## src/hdl/tac_pkg.sv

```systemverilog
// Shared types, constants and digit helpers for the temperature alarm controller.
package tac_pkg;

	typedef enum logic [2:0] {
		OP_BYTE    = 3'd0,
		OP_RAISE   = 3'd1,
		OP_LOWER   = 3'd2,
		OP_MODE    = 3'd3,
		OP_BUZZ    = 3'd4,
		OP_DISPLAY = 3'd5
	} op_t;

	localparam logic [7:0] MARKER_BYTE = 8'hca;
	localparam logic [7:0] SEG_H       = 8'h76;
	localparam logic [7:0] SEG_L       = 8'h38;
	localparam logic [7:0] SEG_BLANK   = 8'h00;
	localparam logic [7:0] TEMP_MAX_EX = 8'd100;

	localparam logic [7:0] RST_PREV_BYTE = 8'd11;
	localparam logic [6:0] RST_TEMP      = 7'd20;
	localparam logic [7:0] RST_UPPER     = 8'd30;
	localparam logic [7:0] RST_LOWER     = 8'd10;
	localparam logic       RST_UPPER_SEL = 1'b1;
	localparam logic       RST_ARMED     = 1'b1;
	localparam logic       RST_BUZZER    = 1'b1;
	localparam logic [2:0] RST_DIGIT     = 3'd1;

	localparam logic [2:0] POS_TEMP_TENS  = 3'd1;
	localparam logic [2:0] POS_TEMP_UNITS = 3'd2;
	localparam logic [2:0] POS_MODE_CHAR  = 3'd4;
	localparam logic [2:0] POS_LIM_HUND   = 3'd5;
	localparam logic [2:0] POS_LIM_TENS   = 3'd6;
	localparam logic [2:0] POS_LIM_UNITS  = 3'd7;

	typedef struct packed {
		logic [6:0] temperature;
		logic [7:0] shown_limit;
		logic       high_selected;
		logic       alarm_active;
		logic       buzzer_level;
		logic [2:0] digit_select;
		logic       led_flash;
	} res_t;

	// Seven-segment pattern of one decimal digit.
	function automatic logic [7:0] seg_digit(input logic [3:0] d);
		logic [7:0] s;
		case (d)
			4'd0:    s = 8'h3f;
			4'd1:    s = 8'h06;
			4'd2:    s = 8'h5b;
			4'd3:    s = 8'h4f;
			4'd4:    s = 8'h66;
			4'd5:    s = 8'h6d;
			4'd6:    s = 8'h7d;
			4'd7:    s = 8'h07;
			4'd8:    s = 8'h7f;
			4'd9:    s = 8'h6f;
			default: s = 8'h3f;
		endcase
		return s;
	endfunction

	// Tens digit of a value below 100, by multiplying with the reciprocal of ten.
	function automatic logic [3:0] tens_of(input logic [6:0] x);
		logic [14:0] p;
		p = {8'd0, x} * 15'd205;
		return p[14:11];
	endfunction

	// Units digit of a value below 100.
	function automatic logic [3:0] units_of(input logic [6:0] x);
		logic [6:0] t10;
		logic [6:0] r;
		t10 = {3'd0, tens_of(x)} * 7'd10;
		r   = x - t10;
		return r[3:0];
	endfunction

endpackage

```

## src/hdl/temperature_alarm_controller.sv

```systemverilog
// Temperature alarm controller: input register, event update, result register.
// An event is held in the input register, then in the result register, which drives out_valid.
// One event per cycle unless the result stalls; controller state updates with each event.
// A stalled result holds the result register; the input register keeps one more event.
// Reset clears both valid flags and loads the controller state with its reset values.
module temperature_alarm_controller (
	input  logic       clk,
	input  logic       arst_n,
	input  logic       in_valid,
	output logic       in_stall,
	input  logic [2:0] opcode,
	input  logic [7:0] rx_byte,
	output logic       out_valid,
	input  logic       out_stall,
	output logic [6:0] temperature,
	output logic [7:0] shown_limit,
	output logic       high_selected,
	output logic       alarm_active,
	output logic       buzzer_level,
	output logic [2:0] digit_select,
	output logic [7:0] segment_code,
	output logic       led_flash
);
	import tac_pkg::*;

	logic       valid_s1;
	op_t        op_s1;
	logic [7:0] rx_s1;
	logic       valid_s2;
	res_t       res_s2;
	res_t       nxt;
	logic       res_free;
	logic       adv;

	assign res_free = !valid_s2 || !out_stall;
	assign adv      = valid_s1 && res_free;
	assign in_stall = valid_s1 && !res_free;

	always_ff @(posedge clk or negedge arst_n) begin
		if (!arst_n) begin
			valid_s1 <= 1'b0;
		end else if (!in_stall) begin
			valid_s1 <= in_valid;
		end
	end

	always_ff @(posedge clk) begin
		if (in_valid && !in_stall) begin
			op_s1 <= op_t'(opcode);
			rx_s1 <= rx_byte;
		end
	end

	tac_core u_core (
		.clk     (clk),
		.arst_n  (arst_n),
		.fire    (adv),
		.op      (op_s1),
		.rx_byte (rx_s1),
		.nxt     (nxt)
	);

	always_ff @(posedge clk or negedge arst_n) begin
		if (!arst_n) begin
			valid_s2 <= 1'b0;
		end else if (res_free) begin
			valid_s2 <= adv;
		end
	end

	always_ff @(posedge clk) begin
		if (adv) begin
			res_s2 <= nxt;
		end
	end

	assign out_valid     = valid_s2;
	assign temperature   = res_s2.temperature;
	assign shown_limit   = res_s2.shown_limit;
	assign high_selected = res_s2.high_selected;
	assign alarm_active  = res_s2.alarm_active;
	assign buzzer_level  = res_s2.buzzer_level;
	assign digit_select  = res_s2.digit_select;
	assign led_flash     = res_s2.led_flash;

	tac_seg_decode u_seg (
		.temperature   (res_s2.temperature),
		.shown_limit   (res_s2.shown_limit),
		.high_selected (res_s2.high_selected),
		.digit_select  (res_s2.digit_select),
		.segment_code  (segment_code)
	);

	// An event that leaves the input register always lands in the result register.
	a_no_loss: assert property (@(posedge clk) disable iff (!arst_n)
		adv |=> valid_s2)
		else $error("event left the input register without a result");

	// A flash is only raised while the alarm is active.
	a_flash_alarm: assert property (@(posedge clk) disable iff (!arst_n)
		(valid_s2 && res_s2.led_flash) |-> res_s2.alarm_active)
		else $error("led flash without an active alarm");

	// A stored temperature never reaches 100.
	a_temp_range: assert property (@(posedge clk) disable iff (!arst_n)
		valid_s2 |-> (res_s2.temperature < 7'd100))
		else $error("temperature out of range");

endmodule

```

## src/hdl/tac_seg_decode.sv

```systemverilog
// Seven-segment pattern for the digit position held in the result register.
module tac_seg_decode (
	input  logic [6:0] temperature,
	input  logic [7:0] shown_limit,
	input  logic       high_selected,
	input  logic [2:0] digit_select,
	output logic [7:0] segment_code
);
	import tac_pkg::*;

	logic [1:0] hund;
	logic [7:0] rem8;
	logic [6:0] rem;

	always_comb begin
		if (shown_limit >= 8'd200) begin
			hund = 2'd2;
			rem8 = shown_limit - 8'd200;
		end else if (shown_limit >= 8'd100) begin
			hund = 2'd1;
			rem8 = shown_limit - 8'd100;
		end else begin
			hund = 2'd0;
			rem8 = shown_limit;
		end
		rem = rem8[6:0];
	end

	always_comb begin
		case (digit_select)
			POS_TEMP_TENS:  segment_code = seg_digit(tens_of(temperature));
			POS_TEMP_UNITS: segment_code = seg_digit(units_of(temperature));
			POS_MODE_CHAR:  segment_code = high_selected ? SEG_H : SEG_L;
			POS_LIM_HUND:   segment_code = seg_digit({2'd0, hund});
			POS_LIM_TENS:   segment_code = seg_digit(tens_of(rem));
			POS_LIM_UNITS:  segment_code = seg_digit(units_of(rem));
			default:        segment_code = SEG_BLANK;
		endcase
	end

endmodule

```

## src/hdl/tac_core.sv

```systemverilog
// Controller state registers and the per-event update logic.
module tac_core (
	input  logic          clk,
	input  logic          arst_n,
	input  logic          fire,
	input  tac_pkg::op_t  op,
	input  logic [7:0]    rx_byte,
	output tac_pkg::res_t nxt
);
	import tac_pkg::*;

	logic [7:0] prev_q, prev_d;
	logic [6:0] temp_q, temp_d;
	logic [7:0] upper_q, upper_d;
	logic [7:0] lower_q, lower_d;
	logic       upper_sel_q, upper_sel_d;
	logic       armed_q, armed_d;
	logic       buzzer_q, buzzer_d;
	logic [2:0] digit_q, digit_d;
	logic       flash;
	logic       alarm_pre;

	assign alarm_pre = armed_q &&
		(({1'b0, temp_q} >= upper_q) || ({1'b0, temp_q} <= lower_q));

	always_comb begin
		prev_d      = prev_q;
		temp_d      = temp_q;
		upper_d     = upper_q;
		lower_d     = lower_q;
		upper_sel_d = upper_sel_q;
		armed_d     = armed_q;
		buzzer_d    = buzzer_q;
		digit_d     = digit_q;
		flash       = 1'b0;
		case (op)
			OP_BYTE: begin
				if (prev_q == MARKER_BYTE && rx_byte < TEMP_MAX_EX) begin
					temp_d = rx_byte[6:0];
				end
				prev_d = rx_byte;
			end
			OP_RAISE: begin
				if (upper_sel_q) begin
					if (upper_q != 8'hff) upper_d = upper_q + 8'd1;
				end else begin
					if (lower_q != 8'hff) lower_d = lower_q + 8'd1;
				end
			end
			OP_LOWER: begin
				if (upper_sel_q) begin
					if (upper_q != 8'h00) upper_d = upper_q - 8'd1;
				end else begin
					if (lower_q != 8'h00) lower_d = lower_q - 8'd1;
				end
			end
			OP_MODE: begin
				if (alarm_pre) armed_d = 1'b0;
				else upper_sel_d = ~upper_sel_q;
			end
			OP_BUZZ: begin
				if (alarm_pre) buzzer_d = ~buzzer_q;
			end
			OP_DISPLAY: begin
				digit_d = digit_q + 3'd1;
				flash   = alarm_pre;
			end
			default: begin
			end
		endcase
		// The alarm re-arms once the temperature sits strictly inside the window.
		if ({1'b0, temp_d} < upper_d && {1'b0, temp_d} > lower_d) armed_d = 1'b1;
	end

	always_comb begin
		nxt.temperature   = temp_d;
		nxt.shown_limit   = upper_sel_d ? upper_d : lower_d;
		nxt.high_selected = upper_sel_d;
		nxt.alarm_active  = armed_d &&
			(({1'b0, temp_d} >= upper_d) || ({1'b0, temp_d} <= lower_d));
		nxt.buzzer_level  = buzzer_d;
		nxt.digit_select  = digit_d;
		nxt.led_flash     = flash;
	end

	always_ff @(posedge clk or negedge arst_n) begin
		if (!arst_n) begin
			prev_q      <= RST_PREV_BYTE;
			temp_q      <= RST_TEMP;
			upper_q     <= RST_UPPER;
			lower_q     <= RST_LOWER;
			upper_sel_q <= RST_UPPER_SEL;
			armed_q     <= RST_ARMED;
			buzzer_q    <= RST_BUZZER;
			digit_q     <= RST_DIGIT;
		end else if (fire) begin
			prev_q      <= prev_d;
			temp_q      <= temp_d;
			upper_q     <= upper_d;
			lower_q     <= lower_d;
			upper_sel_q <= upper_sel_d;
			armed_q     <= armed_d;
			buzzer_q    <= buzzer_d;
			digit_q     <= digit_d;
		end
	end

endmodule
```

## config.mk

```make
export PLATFORM = sky130hd
export DESIGN_NAME = temperature_alarm_controller
export DESIGN_NICKNAME = d
export VERILOG_FILES = /design/src/hdl/tac_pkg.sv /design/src/hdl/temperature_alarm_controller.sv /design/src/hdl/tac_seg_decode.sv /design/src/hdl/tac_core.sv
export SDC_FILE = /design/constraint.sdc
export NUM_CORES = 1
export LEC_CHECK = 0
export BUFFER_PORTS_ARGS = -buffer_cell sky130_fd_sc_hd__buf_4
export CORE_UTILIZATION = 50
export DETAILED_ROUTE_END_ITERATION = 7
export PLACE_DENSITY = 0.79
export SYNTH_ARGS = -nofsm -noshare
export SYNTH_HDL_FRONTEND = slang
export SYNTH_HIERARCHICAL = 1
export SYNTH_SLANG_ARGS = --single-unit
export TNS_END_PERCENT = 100
```

## constraint.sdc

```tcl
create_clock -name clk -period 7.5 [get_ports clk]
set_clock_uncertainty 0.05 [all_clocks]
set_input_delay 0.75 -clock clk [delete_from_list [all_inputs] [get_ports clk]]
set_output_delay 0.75 -clock clk [all_outputs]
set_load 0.01 [all_outputs]
```

==> impl_metrics.json, run 1 <==
{
  "status": "completed",
  "overflow": 0,
  "synth_warnings": 6,
  "finalNonFillerCells": 1064,
  "critPathKind": "reg -> out",
  "maxCapViolations": 0,
  "async_reset_ff_share_pct": 54.2,
  "root_buffer": "clkbuf_16",
  "antenna_found_initial": 0,
  "rows": 44,
  "drtPass1Iterations": 6,
  "crit_path_frequent_cell": "ha_1",
  "nets": 1036,
  "fp.dieW_um": 126,
  "drc": 0,
  "finalHoldViolCount": 0,
  "die_h_um": 126,
  "endpoint_kind": "primary output",
  "n_antenna_cell": 0,
  "dieArea_um2": 15900,
  "netlist.area_leader.share_pct": 20.9,
  "r2r_end": "alarm_active$_DFFE_PP_",
  "grt_pass1_vias": 6209,
  "ant_nets": 0,
  "yosys-top-cells-area": "ha_1 (21%), edfxtp_1 (13%), dfrtp_1 (7.8%)",
  "post-route-period-util_pct": 98.7,
  "layout-drive-gt1-share_pct": 21.3,
  "fmax_mhz": 135,
  "worstMarginPinSlew_ns": 0.837,
  "whs_ns": 0.334,
  "startpoint_type": "register",
  "syn2layout_area_growth_pct": 14.9,
  "setup_violations": 0,
  "ys_types": 85,
  "synth.cell_area_um2": 7680,
  "synth_area_per_cell_um2": 9.34,
  "via_per_inst": 6.07,
  "grt_max_degree": 64,
  "worst-r2r-setup-slack_ns": 3.58,
  "cp.required_ns": 6.70,
  "min_period_ns": 7.40,
  "dpl.cell_count": 1027,
  "vias": 6460,
  "start_util_pct": 52.0,
  "port_buffers": 45,
  "worst_slack_ns": 0.101,
  "cts_tree": "built",
  "grt_usage_pct": 22.9,
  "yosysTopAreaCell": "ha_1",
  "ys_seq_elements": 72,
  "gp_congestion": 0.941,
  "post-place-ws_ns": -0.0627,
  "slowest_stage": "edfxtp_1",
  "insertion_delay_ns": 0.34,
  "finalCoreUtilization_pct": 59.8,
  "slew_headroom_pct": 43.7,
  "numCtsBuffers": 9,
  "drt_iter0_drc": 661,
  "ys_seq_area_share_pct": 25.9,
  "drv_slew": 0,
  "syn-num-nets": 983,
  "routed_wl_um": 18400,
  "r2r.worst_path.cells": 12,
  "dp_hpwl_um": 13600,
  "clk_pin_slew_ns": 0.06,
  "synth_common_cells": "ha_1 (128), inv_1 (80), a21oi_1 (52)",
  "arrival_ns": 6.60,
  "clk_path_buf_depth": 2,
  "yosysMostFrequentCell": "ha_1",
  "cts.sinks": 72,
  "worstReg2RegStart": "u_core/upper_sel_q$_DFFE_PN1P_",
  "routedWlPerCell_um": 17.3,
  "synth-main-ff-cell": "edfxtp_1",
  "synth_edf_count": 33,
  "cts.htree.levels": 3,
  "path_max_fanout": 7,
  "hold_buffers": 0,
  "slowest_delay_ns": 0.47,
  "core-area_um2": 14800,
  "synth_cells": 822,
  "worstHoldPathType": "in -> async",
  "grt_pass1_wl_um": 29800,
  "ios": 47
}
[cell families after synthesis]
kind of cell,synth area share [%]
muxes,5.92
and+or+nand+nor,15.9
xor gates and xnor gates,4.78
buffers and inverters,5.93
adders and majority gates,25.6
other,0.0488
AOI/OAI and AO/OA,16.0
DFF,25.9
[cells in the final DEF, fill, tap and decap left out, drive strengths merged, types with 24 or more instances in the layout]
cell,count
xnor2,26
nor2,50
buf,73
mux2,27
ha,128
inv,83
o21ai,39
edfxtp,33
nand2,48
dfrtp,24
a21oi,53
nand3,24
[critical path: cells and delay by family, from the launching register on]
kind | cells | cell delay [ns]
XOR/XNOR | 4 | 0.97
AO/OA/AOI/OAI | 7 | 1.35
buffers and inverters | 5 | 0.52
adder cells (fa/ha/maj) | 7 | 2.18
AND/OR/NAND/NOR | 4 | 0.78
flip-flops | 1 | 0.47
[per-stage QoR]
stage               area (um2)  setup TNS (ns)
finish                    8820               0
CTS                       8580               0
global route              8820          -0.265
global placement          8160               0
detailed placement        8160         -0.0627
floorplan                 7680               0
[worst max-delay path by stage]
stage / from / end / slack [ns] / depth (start not counted)
after global routing: shown_limit[3]$_DFFE_PP_ / segment_code[6] / -0.11 / 30
after global placement: shown_limit[3]$_DFFE_PP_ / segment_code[4] / 0.17 / 28
after CTS: shown_limit[4]$_DFFE_PP_ / segment_code[4] / 0.003 / 26
after detailed placement: shown_limit[3]$_DFFE_PP_ / segment_code[4] / -0.06 / 28
after floorplan: shown_limit[3]$_DFFE_PP_ / segment_code[4] / 0.16 / 28
final: shown_limit[3]$_DFFE_PP_ / segment_code[6] / 0.10 / 27
[what timing repair did]
action	in CTS	in global routing
buffers inserted	7	14
pin swaps	2	15
setup endpoints to repair	7	7
resized for setup	9	29
[routing by layer]
layer	vias up	wire length, um	part of all wire, %	GRT usage (%)
met2	268	8870	48	38.7
met4	0	399	2.2	7.09
met5	-	0	0	0
met1	3051	7990	43	30.2
met3	41	1140	6.2	3.44
li1	3100	-	-	-
[area by class of cell]
type                            count  area [um2]
Clock buffer                       11         253
Multi-Input combinational cell    638        5440
Tap cell                          184         230
Sequential cell                    72        1990
Clock inverter                      5        61.3
Timing Repair Buffer               73         548
Fill cell                        1233        5930
Inverter                           81         304
[registers in the layout (all words and copies together) (netlist names)]
name / count
alarm_active: 1
buzzer_level: 1
digit_select: 3
high_selected: 1
led_flash: 1
op_s1: 3
out_valid: 1
rx_s1: 8
shown_limit: 8
temperature: 7
u_core/armed_q: 1
u_core/buzzer_q: 1
u_core/digit_q: 3
u_core/lower_q: 8
u_core/prev_q: 8
u_core/temp_q: 7
u_core/upper_q: 8
u_core/upper_sel_q: 1
valid_s1: 1
Power of run 1 is left out: the tool's default activity adds up to more than one toggle a clock period on the data nets, which glitch-free logic cannot reach.
==> run 2, diff against run 1 <==
==> constraint.sdc (replaced) <==
create_clock -name clk -period 7.5 [get_ports clk]
set_clock_uncertainty 0.05 [all_clocks]
set_input_delay 0.75 -clock clk [delete_from_list [all_inputs] [get_ports clk]]
set_output_delay 0.75 -clock clk [all_outputs]
set_load 0.02 [all_outputs]
==> impl_metrics.json, run 2 (synthesis results as in run 1) <==
{
  "cp.required_ns": 6.70,
  "cts.sinks": 72,
  "overflow": 0,
  "insertion_delay_ns": 0.33,
  "ios": 47,
  "final_cell_mix": "ha_1 (123), inv_1 (77), buf_4 (68)",
  "min_period_ns": 7.37,
  "numCtsBuffers": 9,
  "routed_wl_um": 18400,
  "dp_hpwl_um": 13300,
  "root_buffer": "clkbuf_16",
  "hold_buffers": 0,
  "grtUsageMet1_pct": 29.6,
  "grt_use_met3_pct": 3.27,
  "path_max_fanout": 6,
  "finalCoreUtilization_pct": 60.4,
  "post-route-period-util_pct": 98.3,
  "maxCapViolations": 0,
  "clk_pin_slew_ns": 0.06,
  "via_per_inst": 6.07,
  "crit_path_frequent_cell": "buf_6",
  "worstMarginPinSlew_ns": 0.808,
  "top_usage_layer": "met2",
  "grt_pass1_vias": 6056,
  "clk_path_buf_depth": 2,
  "fillCellCount": 1181,
  "met2_usage_pct": 37.5,
  "routedWlPerCell_um": 17.3,
  "core-area_um2": 14800,
  "grt_max_degree": 64,
  "grt_pass1_wl_um": 29000,
  "n_antenna_cell": 0,
  "vias": 6468,
  "drv_slew": 0,
  "nets": 1037,
  "ant_nets": 0,
  "fmax_mhz": 136,
  "startpoint_type": "register",
  "antenna_found_initial": 0,
  "fp.dieW_um": 126,
  "setup_violations": 0,
  "status": "completed",
  "final_cell_area_um2": 8910,
  "final_common_cell": "ha_1",
  "whs_ns": 0.351,
  "slowest_delay_ns": 0.54,
  "finalHoldViolCount": 0,
  "drc": 0,
  "start_util_pct": 52.0,
  "slowest_stage": "or4_1",
  "dieArea_um2": 15900,
  "layout-drive-gt1-share_pct": 21.6,
  "cts.htree.levels": 3,
  "worstHoldPathType": "in -> async",
  "syn2layout_area_growth_pct": 16.0,
  "drt_iter0_drc": 562,
  "placed_area_um2": 8170,
  "gp_congestion": 0.933,
  "arrival_ns": 6.57,
  "cts_tree": "built",
  "die_h_um": 126,
  "endpoint_kind": "primary output",
  "port_buffers": 45,
  "slew_headroom_pct": 45.8,
  "critPathKind": "reg -> out",
  "rows": 44,
  "grt_usage_pct": 22.4,
  "drtPass1Iterations": 6
}
==> run 2: through the flow <==
step / worst slack, ns / cells / setup TNS (ns)
floorplan: 0.00580 / 822 / 0
global placement: 0.228 / 1028 / 0
detailed placement: 0.0666 / 1028 / 0
CTS: 0.0229 / 1051 / 0
global route: -0.165 / 1065 / -0.424
finish: 0.125 / 1065 / 0
==> run 2: worst paths after layout <==
| path | to | cells after the start | from | slack [ns] |
|---|---|---|---|---|
| max | segment_code[4] | 31 | shown_limit[2]$_DFFE_PP_ | 0.13 |
| min | u_core/upper_q[5]$_DFFE_PN0P_ | 1 | arst_n | 0.35 |
| max reg2reg | alarm_active$_DFFE_PP_ | 12 | u_core/upper_sel_q$_DFFE_PN1P_ | 3.48 |
| min reg2reg | u_core/digit_q[2]$_DFFE_PN0P_ | 1 | u_core/digit_q[2]$_DFFE_PN0P_ | 0.44 |
| max in group asynchronous | u_core/digit_q[0]$_DFFE_PN1P_ | 1 | arst_n | 6.67 |
| min in group clk | u_core/digit_q[2]$_DFFE_PN0P_ | 1 | u_core/digit_q[2]$_DFFE_PN0P_ | 0.44 |
==> run 2: what timing repair did <==
action	CTS	global route
cloned	0	1
endpoints found under the setup margin	6	7
setup buffers	7	13
resized for setup	6	39
pin swaps	1	21
==> run 2: cell type report <==
type	instances	area [um2]	share of cell area (%)
clock buffers	10	229	2.57
inverters	81	304	3.41
repair buffers	73	576	6.46
flip-flops and latches	72	1990	22.3
multi-input cells	639	5470	61.4
well taps	184	230	2.58
clock inverters	6	115	1.29
==> run 2: worst max-delay path, delay by kind of cell, from the launching register on <==
kind / cells / cell delay (ns)
AND/OR/NAND/NOR: 6 / 1.16
flip-flops: 1 / 0.44
XOR/XNOR: 4 / 0.79
AO/OA/AOI/OAI: 6 / 0.73
buffers and inverters: 7 / 0.77
adder cells (fa/ha/maj): 8 / 2.34
==> run 2: per-layer routing <==
metal / share of wire [%] / up-vias
li1: - / 3109
met1: 45 / 3088
met2: 47 / 230
met3: 5.6 / 41
met4: 2.2 / 0
met5: 0 / -
Power of run 2 is left out for the same reason.
